$ cat config.mk
export PLATFORM = sky130hd
export DESIGN_NAME = strike_trigger_pulse_stretch_flat
export DESIGN_NICKNAME = d
export VERILOG_FILES = /design/src/sv/stp_pkg.sv /design/src/sv/stp_in_if.sv /design/src/sv/stp_out_if.sv /design/src/sv/stp_cfg_if.sv /design/src/sv/stp_cfg.sv /design/src/sv/stp_lane.sv /design/src/sv/strike_trigger_pulse_stretch.sv /design/src/flat_wrapper.sv
export SDC_FILE = /design/constraint.sdc
export NUM_CORES = 2
export LEC_CHECK = 0
export BUFFER_PORTS_ARGS = -buffer_cell sky130_fd_sc_hd__buf_2
export CORE_MARGIN = 4
export CORE_UTILIZATION = 55
export DETAILED_ROUTE_END_ITERATION = 8
export PLACE_DENSITY = 0.8
export SETUP_SLACK_MARGIN = 0.2
export SLEW_MARGIN = 20
export SYNTH_ARGS = -nofsm -noshare
export SYNTH_HDL_FRONTEND = slang
export SYNTH_SLANG_ARGS = --single-unit
$ cat constraint.sdc
create_clock -name clk -period 9.8 [get_ports clk]
set_input_delay 1.47 -clock clk [delete_from_list [all_inputs] [get_ports clk]]
set_output_delay 1.47 -clock clk [all_outputs]
set_load 0.03 [all_outputs]
$ cat src/sv/stp_pkg.sv
`default_nettype none
package stp_pkg;

  localparam int unsigned PAD_SLOTS = 4;
  localparam int unsigned PAD_W = 2;
  localparam int unsigned LEVEL_W = 12;
  localparam int unsigned TIME_W = 64;
  localparam int unsigned SPAN_W = 24;
  localparam int unsigned REG_IDX_W = 3;
  localparam int unsigned REG_DATA_W = 24;

  localparam logic [LEVEL_W-1:0] THRESHOLD_RESET = LEVEL_W'(600);
  localparam logic [SPAN_W-1:0] PRESS_RESET = SPAN_W'(30000);
  localparam logic [SPAN_W-1:0] HOLDOFF_RESET = SPAN_W'(1000);

  localparam logic [REG_IDX_W-1:0] REG_THRESHOLD_PAD0 = 3'd0;
  localparam logic [REG_IDX_W-1:0] REG_THRESHOLD_PAD1 = 3'd1;
  localparam logic [REG_IDX_W-1:0] REG_THRESHOLD_PAD2 = 3'd2;
  localparam logic [REG_IDX_W-1:0] REG_THRESHOLD_PAD3 = 3'd3;
  localparam logic [REG_IDX_W-1:0] REG_PRESS_DURATION = 3'd4;
  localparam logic [REG_IDX_W-1:0] REG_RETRIGGER_HOLDOFF = 3'd5;

  typedef struct packed {
    logic [PAD_SLOTS-1:0][LEVEL_W-1:0] threshold;
    logic [SPAN_W-1:0] press_duration;
    logic [SPAN_W-1:0] retrigger_holdoff;
  } cfg_t;

  typedef struct packed {
    logic strike;
    logic held;
    logic held_next;
  } lane_status_t;

endpackage
`default_nettype wire

$ cat src/sv/stp_in_if.sv
`default_nettype none
interface stp_in_if;
  logic valid;
  logic ready;
  logic [stp_pkg::PAD_W-1:0] pad_index;
  logic [stp_pkg::LEVEL_W-1:0] level;
  logic [stp_pkg::TIME_W-1:0] timestamp;

  modport source (output valid, output pad_index, output level, output timestamp,
                  input ready);
  modport sink (input valid, input pad_index, input level, input timestamp,
                output ready);
endinterface
`default_nettype wire

$ cat src/sv/stp_out_if.sv
`default_nettype none
interface stp_out_if;
  logic valid;
  logic ready;
  logic [stp_pkg::PAD_W-1:0] pad_echo;
  logic strike;
  logic held;
  logic [stp_pkg::PAD_SLOTS-1:0] held_vector;

  modport source (output valid, output pad_echo, output strike, output held,
                  output held_vector, input ready);
  modport sink (input valid, input pad_echo, input strike, input held,
                input held_vector, output ready);
endinterface
`default_nettype wire

$ cat src/sv/stp_cfg_if.sv
`default_nettype none
interface stp_cfg_if;
  logic valid;
  logic ready;
  logic [stp_pkg::REG_IDX_W-1:0] index;
  logic [stp_pkg::REG_DATA_W-1:0] data;

  modport source (output valid, output index, output data, input ready);
  modport sink (input valid, input index, input data, output ready);
endinterface
`default_nettype wire

$ cat src/sv/stp_cfg.sv
`default_nettype none
module stp_cfg (
  input  wire logic     clk,
  input  wire logic     rst,
  stp_cfg_if.sink       cfg,
  output stp_pkg::cfg_t regs
);

  stp_pkg::cfg_t regs_q;

  assign cfg.ready = 1'b1;
  assign regs = regs_q;

  always_ff @(posedge clk) begin
    if (rst) begin
      for (int i = 0; i < int'(stp_pkg::PAD_SLOTS); i++) begin
        regs_q.threshold[i] <= stp_pkg::THRESHOLD_RESET;
      end
      regs_q.press_duration <= stp_pkg::PRESS_RESET;
      regs_q.retrigger_holdoff <= stp_pkg::HOLDOFF_RESET;
    end else if (cfg.valid) begin
      case (cfg.index)
        stp_pkg::REG_THRESHOLD_PAD0: begin
          regs_q.threshold[0] <= cfg.data[stp_pkg::LEVEL_W-1:0];
        end
        stp_pkg::REG_THRESHOLD_PAD1: begin
          regs_q.threshold[1] <= cfg.data[stp_pkg::LEVEL_W-1:0];
        end
        stp_pkg::REG_THRESHOLD_PAD2: begin
          regs_q.threshold[2] <= cfg.data[stp_pkg::LEVEL_W-1:0];
        end
        stp_pkg::REG_THRESHOLD_PAD3: begin
          regs_q.threshold[3] <= cfg.data[stp_pkg::LEVEL_W-1:0];
        end
        stp_pkg::REG_PRESS_DURATION: begin
          regs_q.press_duration <= cfg.data[stp_pkg::SPAN_W-1:0];
        end
        stp_pkg::REG_RETRIGGER_HOLDOFF: begin
          regs_q.retrigger_holdoff <= cfg.data[stp_pkg::SPAN_W-1:0];
        end
        default: begin
        end
      endcase
    end
  end

endmodule
`default_nettype wire

$ cat src/sv/stp_lane.sv
`default_nettype none
module stp_lane (
  input  wire logic                          clk,
  input  wire logic                          rst,
  input  wire logic                          sel,
  input  wire logic [stp_pkg::LEVEL_W-1:0]   level,
  input  wire logic [stp_pkg::TIME_W-1:0]    now,
  input  wire logic [stp_pkg::LEVEL_W-1:0]   threshold,
  input  wire logic [stp_pkg::SPAN_W-1:0]    press_duration,
  input  wire logic [stp_pkg::SPAN_W-1:0]    retrigger_holdoff,
  output stp_pkg::lane_status_t              status
);

  logic                        was_active;
  logic [stp_pkg::TIME_W-1:0]  press_end;
  logic [stp_pkg::TIME_W-1:0]  holdoff_end;
  logic                        held_flag;

  logic                        active;
  logic                        fire;
  logic [stp_pkg::TIME_W:0]    press_sum;
  logic [stp_pkg::TIME_W:0]    holdoff_sum;
  logic [stp_pkg::TIME_W-1:0]  press_end_next;
  logic [stp_pkg::TIME_W-1:0]  holdoff_end_next;
  logic                        held_now;

  // Sums saturate at the top of the time range.
  always_comb begin
    active = level >= threshold;
    fire = active && !was_active && (now >= holdoff_end);
    press_sum = {1'b0, now} + (stp_pkg::TIME_W + 1)'(press_duration);
    holdoff_sum = {1'b0, now} + (stp_pkg::TIME_W + 1)'(retrigger_holdoff);
    press_end_next = press_end;
    holdoff_end_next = holdoff_end;
    if (fire) begin
      press_end_next = press_sum[stp_pkg::TIME_W] ? '1 : press_sum[stp_pkg::TIME_W-1:0];
      holdoff_end_next = holdoff_sum[stp_pkg::TIME_W] ? '1 :
                         holdoff_sum[stp_pkg::TIME_W-1:0];
    end
    held_now = now < press_end_next;
    status.strike = sel && fire;
    status.held = sel && held_now;
    status.held_next = sel ? held_now : held_flag;
  end

  always_ff @(posedge clk) begin
    if (rst) begin
      was_active <= 1'b0;
      press_end <= '0;
      holdoff_end <= '0;
      held_flag <= 1'b0;
    end else if (sel) begin
      was_active <= active;
      press_end <= press_end_next;
      holdoff_end <= holdoff_end_next;
      held_flag <= held_now;
    end
  end

endmodule
`default_nettype wire

$ cat src/sv/strike_trigger_pulse_stretch.sv
`default_nettype none
// A sample request is registered in the sample register on acceptance, and its result is
// registered in the output register when the sample advances. One sample is taken every
// cycle unless results stall; the per-channel compare and saturating add set the cycle.
// A stalled result holds the sample register, which in turn stalls the input.
// Reset restores the default thresholds and times and clears all channel state and flags.
module strike_trigger_pulse_stretch #(
  parameter int unsigned PAD_COUNT = 4
) (
  input wire logic  clk,
  input wire logic  rst,
  stp_in_if.sink    samples,
  stp_out_if.source results,
  stp_cfg_if.sink   cfg
);

  stp_pkg::cfg_t regs;

  logic                             s1_valid;
  logic [stp_pkg::PAD_W-1:0]        s1_pad;
  logic [stp_pkg::LEVEL_W-1:0]      s1_level;
  logic [stp_pkg::TIME_W-1:0]       s1_time;
  logic                             advance;

  logic                             out_valid;
  logic [stp_pkg::PAD_W-1:0]        out_pad;
  logic                             out_strike;
  logic                             out_held;
  logic [stp_pkg::PAD_SLOTS-1:0]    out_vector;

  stp_pkg::lane_status_t            status [stp_pkg::PAD_SLOTS];
  logic [stp_pkg::PAD_SLOTS-1:0]    held_vector_next;

  stp_cfg u_cfg (
    .clk  (clk),
    .rst  (rst),
    .cfg  (cfg),
    .regs (regs)
  );

  assign advance = s1_valid && (!out_valid || results.ready);
  assign samples.ready = !s1_valid || advance;

  for (genvar g = 0; g < int'(stp_pkg::PAD_SLOTS); g++) begin : g_lane
    if (g < int'(PAD_COUNT)) begin : g_used
      stp_lane u_lane (
        .clk               (clk),
        .rst               (rst),
        .sel               (advance && (s1_pad == stp_pkg::PAD_W'(g))),
        .level             (s1_level),
        .now               (s1_time),
        .threshold         (regs.threshold[g]),
        .press_duration    (regs.press_duration),
        .retrigger_holdoff (regs.retrigger_holdoff),
        .status            (status[g])
      );
    end else begin : g_unused
      assign status[g] = '0;
    end
    assign held_vector_next[g] = status[g].held_next;
  end

  always_ff @(posedge clk) begin
    if (rst) begin
      s1_valid <= 1'b0;
    end else if (samples.ready) begin
      s1_valid <= samples.valid;
    end
  end

  always_ff @(posedge clk) begin
    if (samples.valid && samples.ready) begin
      s1_pad <= samples.pad_index;
      s1_level <= samples.level;
      s1_time <= samples.timestamp;
    end
  end

  always_ff @(posedge clk) begin
    if (rst) begin
      out_valid <= 1'b0;
    end else if (advance) begin
      out_valid <= 1'b1;
    end else if (results.ready) begin
      out_valid <= 1'b0;
    end
  end

  always_ff @(posedge clk) begin
    if (advance) begin
      out_pad <= s1_pad;
      out_strike <= status[s1_pad].strike;
      out_held <= status[s1_pad].held;
      out_vector <= held_vector_next;
    end
  end

  assign results.valid = out_valid;
  assign results.pad_echo = out_pad;
  assign results.strike = out_strike;
  assign results.held = out_held;
  assign results.held_vector = out_vector;

endmodule
`default_nettype wire
$ cat src/flat_wrapper.sv
// flat-port wrapper written by rule: the top's interface ports become plain ports
module strike_trigger_pulse_stretch_flat 
#(
  parameter int unsigned PAD_COUNT = 4
)
  (clk, rst, samples_valid, samples_pad_index, samples_level, samples_timestamp, samples_ready, results_valid, results_pad_echo, results_strike, results_held, results_held_vector, results_ready, cfg_valid, cfg_index, cfg_data, cfg_ready);
  stp_in_if samples_i ();
  stp_out_if results_i ();
  stp_cfg_if cfg_i ();
  input wire logic clk;
  input wire logic rst;
  input wire logic [$bits(samples_i.valid)-1:0] samples_valid;
  input wire logic [$bits(samples_i.pad_index)-1:0] samples_pad_index;
  input wire logic [$bits(samples_i.level)-1:0] samples_level;
  input wire logic [$bits(samples_i.timestamp)-1:0] samples_timestamp;
  output wire logic [$bits(samples_i.ready)-1:0] samples_ready;
  output wire logic [$bits(results_i.valid)-1:0] results_valid;
  output wire logic [$bits(results_i.pad_echo)-1:0] results_pad_echo;
  output wire logic [$bits(results_i.strike)-1:0] results_strike;
  output wire logic [$bits(results_i.held)-1:0] results_held;
  output wire logic [$bits(results_i.held_vector)-1:0] results_held_vector;
  input wire logic [$bits(results_i.ready)-1:0] results_ready;
  input wire logic [$bits(cfg_i.valid)-1:0] cfg_valid;
  input wire logic [$bits(cfg_i.index)-1:0] cfg_index;
  input wire logic [$bits(cfg_i.data)-1:0] cfg_data;
  output wire logic [$bits(cfg_i.ready)-1:0] cfg_ready;
  assign samples_i.valid = samples_valid;
  assign samples_i.pad_index = samples_pad_index;
  assign samples_i.level = samples_level;
  assign samples_i.timestamp = samples_timestamp;
  assign samples_ready = samples_i.ready;
  assign results_valid = results_i.valid;
  assign results_pad_echo = results_i.pad_echo;
  assign results_strike = results_i.strike;
  assign results_held = results_i.held;
  assign results_held_vector = results_i.held_vector;
  assign results_i.ready = results_ready;
  assign cfg_i.valid = cfg_valid;
  assign cfg_i.index = cfg_index;
  assign cfg_i.data = cfg_data;
  assign cfg_ready = cfg_i.ready;
  strike_trigger_pulse_stretch #(.PAD_COUNT(PAD_COUNT)) u_core (.clk(clk), .rst(rst), .samples(samples_i), .results(results_i), .cfg(cfg_i));
endmodule
== Yosys cells after proc, flatten, opt, wreduce, memory -nomap -nowiden ==
Index checks and enable logic that the tools add are counted.

* Bits in registers: 704
* Bits in latches: 0
* RAM bits: 0
* Memory bits (read-only): 0
* Input bits: 110
* Output and inout bits: 11
* Word-level logic and storage cells: 113
* Memories: 0

* $add $sub $neg: 2
* Multiply operators: 0
* Div/mod/pow operators: 0
* $lt $le $gt $ge: 13
* Equal/unequal tests: 8
* Shifts and indexed selects: 0
* Mux-type cells: 15
* Bitwise operators: 1
* Reduce and logical (&&, ||, !) cells: 43

{| class="wikitable"
|+ Operators with widths
! kind !! number
|-
| 2-to-1 mux 64 bit || 6
|-
| greater-or-equal comparator 64 bit || 4
|-
| < comparator 64 bit || 4
|-
| adder 64 x 24 -> 65 bit || 2
|-
| greater-or-equal comparator 12 bit || 4
|-
| logical AND 1 bit || 22
|-
| AND reduction 2 bit || 10
|-
| binary-select mux 3 bit (select 2 bit) || 1
|-
| == test 3 x 2 -> 1 bit, second input constant || 2
|-
| == test 3 bit, second input constant || 2
|-
| zero test 1 bit || 6
|-
| 2-to-1 mux 1 bit || 6
|-
| 2-to-1 mux 3 bit || 2
|-
| == test 2 bit, second input constant || 2
|-
| == test 3 x 1 -> 1 bit, second input constant || 1
|-
| greater-or-equal comparator 3 bit, second input constant || 1
|-
| zero test 3 bit || 1
|-
| inverter 2 -> 3 bit || 1
|-
| == test 2 x 1 -> 1 bit, second input constant || 1
|-
| zero test 2 bit || 1
|-
| logical OR 1 bit || 2
|-
| nonzero test 2 bit || 1
|}

== Longest topological paths before layout ==
* Depth after elaboration: 9
* Depth in mapped cells: 24
* Gate-level depth less buffers: 23

== Modules after synthesis ==
From an unflattened synthesis, not the netlist that was laid out.

* Cell total of the unflattened synthesis: 6,571
* Area, all modules: 56,111.3 sq um

{| class="wikitable"
|+ Modules (own cells, without submodules)
! module !! times used !! cells an instance !! area an instance (sq um) !! seq. area each (sq um)
|-
| stp_lane (u_core.g_lane[0].g_used.u_lane ...) || 2 || 1,538 || 12,527.0 || 2,602.5
|-
| stp_lane (u_core.g_lane[3].g_used.u_lane) || 1 || 1,521 || 12,383.1 || 2,602.5
|-
| stp_lane (u_core.g_lane[1].g_used.u_lane) || 1 || 1,515 || 12,096.6 || 2,602.5
|-
| stp_cfg || 1 || 358 || 3,816.2 || 1,921.8
|-
| strike_trigger_pulse_stretch || 1 || 101 || 2,761.4 || 2,622.5
|}

== Worst setup path after synthesis ==
No wires, ideal clock.

* Path type: reg-to-reg
* Start point: reg u_core.s1_time[0] (netlist name)
* End point: reg u_core.out_held, in the netlist u_core.results.held (data pin)
* Library setup time: 0.261 ns
* Arrival: 5.332 ns
* Required time: 9.539 ns
* Path slack: 4.207 ns
* Cell stages (with the launch flop): 23
* Buffers on the path: 2
* Period minus slack after synthesis: 5.593 ns
* Cells stage by stage: edfxtp_1 -> ha_1 -> fa_1 -> a211oi_1 -> nor4b_2 -> o21bai_1 -> a21o_1 -> and2_1 -> buf_2 -> nor2_2 -> and2_1 -> buf_2 -> a31oi_1 -> mux2i_1 -> ha_1 -> and4_1 -> nand3_1 -> or4_1 -> or4_1 -> nor4_1 -> a31o_2 -> o21ai_1 -> o32a_1

* Longest elaborated chain between the ends: 8
* Elaborated cells on any way between the ends: 25
* Classes of those cells: 1 x add/sub; 8 x order compare; 8 x mux; 8 x reduce/logical

{| class="wikitable"
|+ RTL lines
! item !! RTL line !! source
|-
| start, declared || strike_trigger_pulse_stretch.sv:22 || <nowiki>logic [stp_pkg::TIME_W-1:0] s1_time;</nowiki>
|-
| start signal, assigned || strike_trigger_pulse_stretch.sv:75 || <nowiki>s1_time <= samples.timestamp;</nowiki>
|-
| adder 64 x 24 -> 65 bit or greater-or-equal comparator 64 bit (tied branches) || stp_lane.sv:31, stp_lane.sv:30 ||
|-
| 2-to-1 mux 64 bit or logical AND 1 bit (tied branches) || stp_lane.sv:36, stp_lane.sv:30 ||
|-
| 2-to-1 mux 64 bit || stp_lane.sv:35 || <nowiki>if (fire) begin</nowiki>
|-
| < comparator 64 bit || stp_lane.sv:40 || <nowiki>held_now = now < press_end_next;</nowiki>
|-
| logical AND 1 bit || stp_lane.sv:42 || <nowiki>status.held = sel && held_now;</nowiki>
|-
| binary-select mux 3 bit (select 2 bit) * || strike_trigger_pulse_stretch.sv:93 || <nowiki>out_held <= status[s1_pad].held;</nowiki>
|-
| 2-to-1 mux 3 bit * (2 in a row) || n/a ||
|-
| end signal, assigned || strike_trigger_pulse_stretch.sv:93 ||
|-
| end, declared || strike_trigger_pulse_stretch.sv:28 || <nowiki>logic out_held;</nowiki>
|}

Every way passes the cells marked *; elsewhere a longest branch is shown, timed or not. The select of a mux whose other input is x is not followed.
A chain may end at the register's enable or synchronous reset.

== Final worst setup path ==
* Start point: reg u_core.s1_time[63] (netlist name)
* End point: reg u_core.out_held, in the netlist u_core.results.held (data pin)

The elaborated chain is that of the path after synthesis.

==> impl_metrics.json <==
{
  "ioPinCount": 121,
  "post_drt_wl_per_cell_um": 23.7,
  "nets": 5891,
  "slowest_stage": "a311oi_4",
  "avgViaCountPerCell": 6.42,
  "critPathLaunchType": "flip-flop",
  "fin_ws_ns": 0.966,
  "synth_edf_count": 86,
  "startpoint": "u_core.s1_time[63]$_DFFE_PP_",
  "internal_power_mw": 5.35,
  "hold_viol": 0,
  "clock.fmax_mhz": 113,
  "clockBufferDepth": 3,
  "row_count": 103,
  "slew_viol_final": 0,
  "netlist-cell-type-count": 88,
  "endpoint": "u_core.results.held$_DFFE_PP_",
  "clock-sinks": 704,
  "synthFlopType": "dfxtp_1",
  "grt_max_degree": 154,
  "cp_cell_sequence": "ha_1, nand4_1, nor4_1, o21ai_0, a311oi_4, buf_4, o21ai_0, ha_1, nand4_1, or2_2, nor3_1, nand4_1, nor4_1, inv_1, a2111oi_0, a31oi_1, o32a_1",
  "cpPeakStageDelay_ns": 1.14,
  "pwr-share-comb_pct": 18.7,
  "cap_violations": 0,
  "power.total_mw": 7.68,
  "crit_top_cell": "nand4_1",
  "crit_fanout": 17,
  "syn_inst": 5198,
  "p_leak_nw": 18.6,
  "io_buffers": 119,
  "syn_area_um2": 44000,
  "switching_share_pct": 30.4,
  "final_common_cell": "dfxtp_1",
  "dr.pass1.iters": 8,
  "fin_tns_setup_ns": 0,
  "dp_worst_setup_slack_ns": 1.17,
  "ir_drop_v": 0.000164,
  "fin_crit_sh_pct": 90.1,
  "clkPwrFrac_pct": 41.0,
  "instances_no_fill": 6293,
  "clock_latency_ns": 0.67,
  "final_antenna_net_count": 0,
  "worstRegToRegCells": 17,
  "arrival_ns": 9.24,
  "slew_headroom_pct": 19.0,
  "synth_top_cell_by_area": "dfxtp_1",
  "postSynth.asyncResetShare_pct": 0,
  "fin_worst_skew_ns": 0.0325,
  "gp_congestion": 0.990,
  "coreArea_um2": 79100,
  "critical-path-top-delay-family": "compound AO/OA/AOI/OAI gates",
  "numCtsBuffers": 80,
  "status": "finished, final reports clean",
  "worstPathRequired_ns": 10.20,
  "rr_endpoint": "u_core.results.held$_DFFE_PP_",
  "antennaDiodeCount": 0,
  "antenna_found_initial": 6,
  "ctsHoldBuffers": 0,
  "grt_pass1_vias": 38300,
  "seqPwrFrac_pct": 40.3,
  "yosys_register_bits": 704,
  "rrSetupSlack_ns": 0.97,
  "ctsResizeCount": 0,
  "die_h_um": 291,
  "synth_top_area_share_pct": 28.1,
  "finalSetupViolCount": 0,
  "min_period_ns": 8.83,
  "synthToLayoutAreaGrowth_pct": 9.22,
  "power.density_nw_per_um2": 160,
  "seq_area_frac_synth_pct": 34.0,
  "layout_common_cells": "618 x dfxtp_1, 604 x ha_1, 588 x nand2_1",
  "drc": 0,
  "end_kind": "flip-flop",
  "h-tree-depth": 3,
  "drive_gt1_share_pct": 8.37,
  "crit_buf_inv": 2,
  "reg2reg_from": "u_core.s1_time[63]$_DFFE_PP_",
  "synth_nets": 5914,
  "placed_cells": 6143,
  "netSwitchingPower_mw": 2.33,
  "syn_avg_cell_area_um2": 8.46,
  "drtIter0Drc": 4404,
  "post_cts_buffers": 0,
  "hpwl_mm": 104,
  "drt-total-wl_mm": 149,
  "vias": 40400,
  "dieArea_um2": 84600,
  "path_clk_slew_ns": 0.06,
  "cts_tree": "done",
  "path_depth": 17,
  "yosysWarnings": 0,
  "tightest_slew_ns": 1.20,
  "synth_area_leaders": "dfxtp_1 28%, ha_1 17%, edfxtp_1 5.9%, a21oi_1 5.3%, nand2_1 5.1%",
  "root_buffer": "clkbuf_16",
  "grt_pass1_wl_mm": 226,
  "die_w_um": 291,
  "path_class": "flip-flop to flip-flop",
  "track_usage_pct": 33.8,
  "initial_utilization_pct": 55.6,
  "rsz0062_at_grt": "no",
  "hold_path.class": "flip-flop to flip-flop",
  "overflow": 0
}
==> per-stage QoR <==
| step | hold WS [ns] | util (%) | cell area [um2] |
|---|---|---|---|
| 4_1_cts | 0.453 | 60.7 | 48000 |
| 6_report | 0.454 | 60.7 | 48000 |
| 3_3_place_gp | 0.440 | 57.2 | 45200 |
| 2_1_floorplan | 0.436 | - | 44000 |
| 5_1_grt | 0.467 | 60.7 | 48000 |
| 3_5_place_dp | 0.446 | 57.2 | 45300 |
==> worst min-delay path, stage by stage (launching register included) <==
cell	delay, ns
dfxtp_1	0.31
nand2_1	0.05
a21oi_1	0.05
==> per-layer routing <==
metal | up-vias | global-route usage [%] | wire, um
li1 | 18800 | - | -
met1 | 19000 | 43.7 | 59500
met2 | 2151 | 53.9 | 66000
met3 | 505 | 5.82 | 14000
met4 | 2 | 18.5 | 9530
met5 | - | 0 | 7
==> cell type report <==
cell class              instances  area, um2
flip-flops and latches        704      15000
clock buffers                 103       2230
clock inverters                47        518
inverters                     332       1250
fillers                      6875      31100
multi-input cells            3873      26600
well taps                    1050       1310
repair buffers                184       1150
==> power by group through the flow <==
stage	clock network, mW	logic (mW)	registers [mW]
6_report	3.15	1.43	3.09
5_1_grt	3.28	1.58	3.10
4_1_cts	3.17	1.40	3.09
3_5_place_dp	0	1.38	3.15
3_3_place_gp	0	1.35	3.15
2_1_floorplan	0	0.971	3.12
==> Yosys cell counts, types with 12 or more instances <==
| cell type | number |
|---|---|
| dfxtp_1 | 618 |
| ha_1 | 604 |
| nand2_1 | 594 |
| a21oi_1 | 463 |
| nor2_1 | 427 |
| inv_1 | 331 |
| o21ai_0 | 301 |
| a211oi_1 | 204 |
| clkbuf_1 | 167 |
| nand3_1 | 147 |
| mux2i_1 | 133 |
| a21o_1 | 120 |
| nand4_1 | 110 |
| a221oi_1 | 97 |
| edfxtp_1 | 86 |
| buf_2 | 83 |
| xor2_1 | 55 |
| a31oi_1 | 53 |
| a211oi_2 | 46 |
| o22ai_1 | 41 |
| nor3_1 | 39 |
| nor2b_1 | 36 |
| and2_1 | 34 |
| o211ai_1 | 33 |
| xnor2_1 | 32 |
| and3_1 | 30 |
| o21a_1 | 30 |
| nand2b_1 | 22 |
| nor4_1 | 20 |
| and4_1 | 18 |
| buf_1 | 15 |
| buf_4 | 14 |
| a2111oi_0 | 12 |
| or2_2 | 12 |
| or3_1 | 12 |
==> flip-flops by register name (all words and copies together), names as in the netlist, 2 cells and up <==
signal / flops
u_core.g_lane.g_used.u_lane.was_active: 4
u_core.s1_time: 64
u_core.results.pad_echo: 2
u_core.g_lane.g_used.u_lane.held_flag: 4
u_core.g_lane.g_used.u_lane.press_end: 256
u_core.s1_level: 12
u_core.g_lane.g_used.u_lane.holdoff_end: 256
u_core.results.held_vector: 4
u_core.s1_pad: 2
u_core.u_cfg.regs: 96
==> worst min-delay path by stage <==
| stage | to | start | depth (start not counted) |
|---|---|---|---|
| 2_1_floorplan | u_core.g_lane[0].g_used.u_lane.press_end[24]$_SDFFE_PP0P_ | u_core.g_lane[0].g_used.u_lane.press_end[24]$_SDFFE_PP0P_ | 2 |
| 3_5_place_dp | u_core.g_lane[2].g_used.u_lane.press_end[40]$_SDFFE_PP0P_ | u_core.g_lane[2].g_used.u_lane.press_end[40]$_SDFFE_PP0P_ | 2 |
| 4_1_cts | u_core.g_lane[2].g_used.u_lane.press_end[40]$_SDFFE_PP0P_ | u_core.g_lane[2].g_used.u_lane.press_end[40]$_SDFFE_PP0P_ | 2 |
| 5_1_grt | u_core.g_lane[2].g_used.u_lane.press_end[40]$_SDFFE_PP0P_ | u_core.g_lane[2].g_used.u_lane.press_end[40]$_SDFFE_PP0P_ | 2 |
| 3_3_place_gp | u_core.g_lane[2].g_used.u_lane.press_end[44]$_SDFFE_PP0P_ | u_core.g_lane[2].g_used.u_lane.press_end[44]$_SDFFE_PP0P_ | 2 |
| 6_report | u_core.g_lane[0].g_used.u_lane.holdoff_end[24]$_SDFFE_PP0P_ | u_core.g_lane[0].g_used.u_lane.holdoff_end[24]$_SDFFE_PP0P_ | 2 |
==> cells by family (layout without fill, tap and decap cells) <==
group	after synthesis	count (layout)	synth area share, %
buffers and inverters	621	666	5.76
xor gates and xnor gates	88	88	1.77
muxes	136	136	3.10
AOI/OAI and AO/OA	1496	1496	22.1
and+or+nand+nor	1546	1546	16.0
adders and majority gates	606	606	17.3
other	1	1	0.00853
DFF	704	704	34.0
Note: power is estimated with default switching activity, not from simulation.
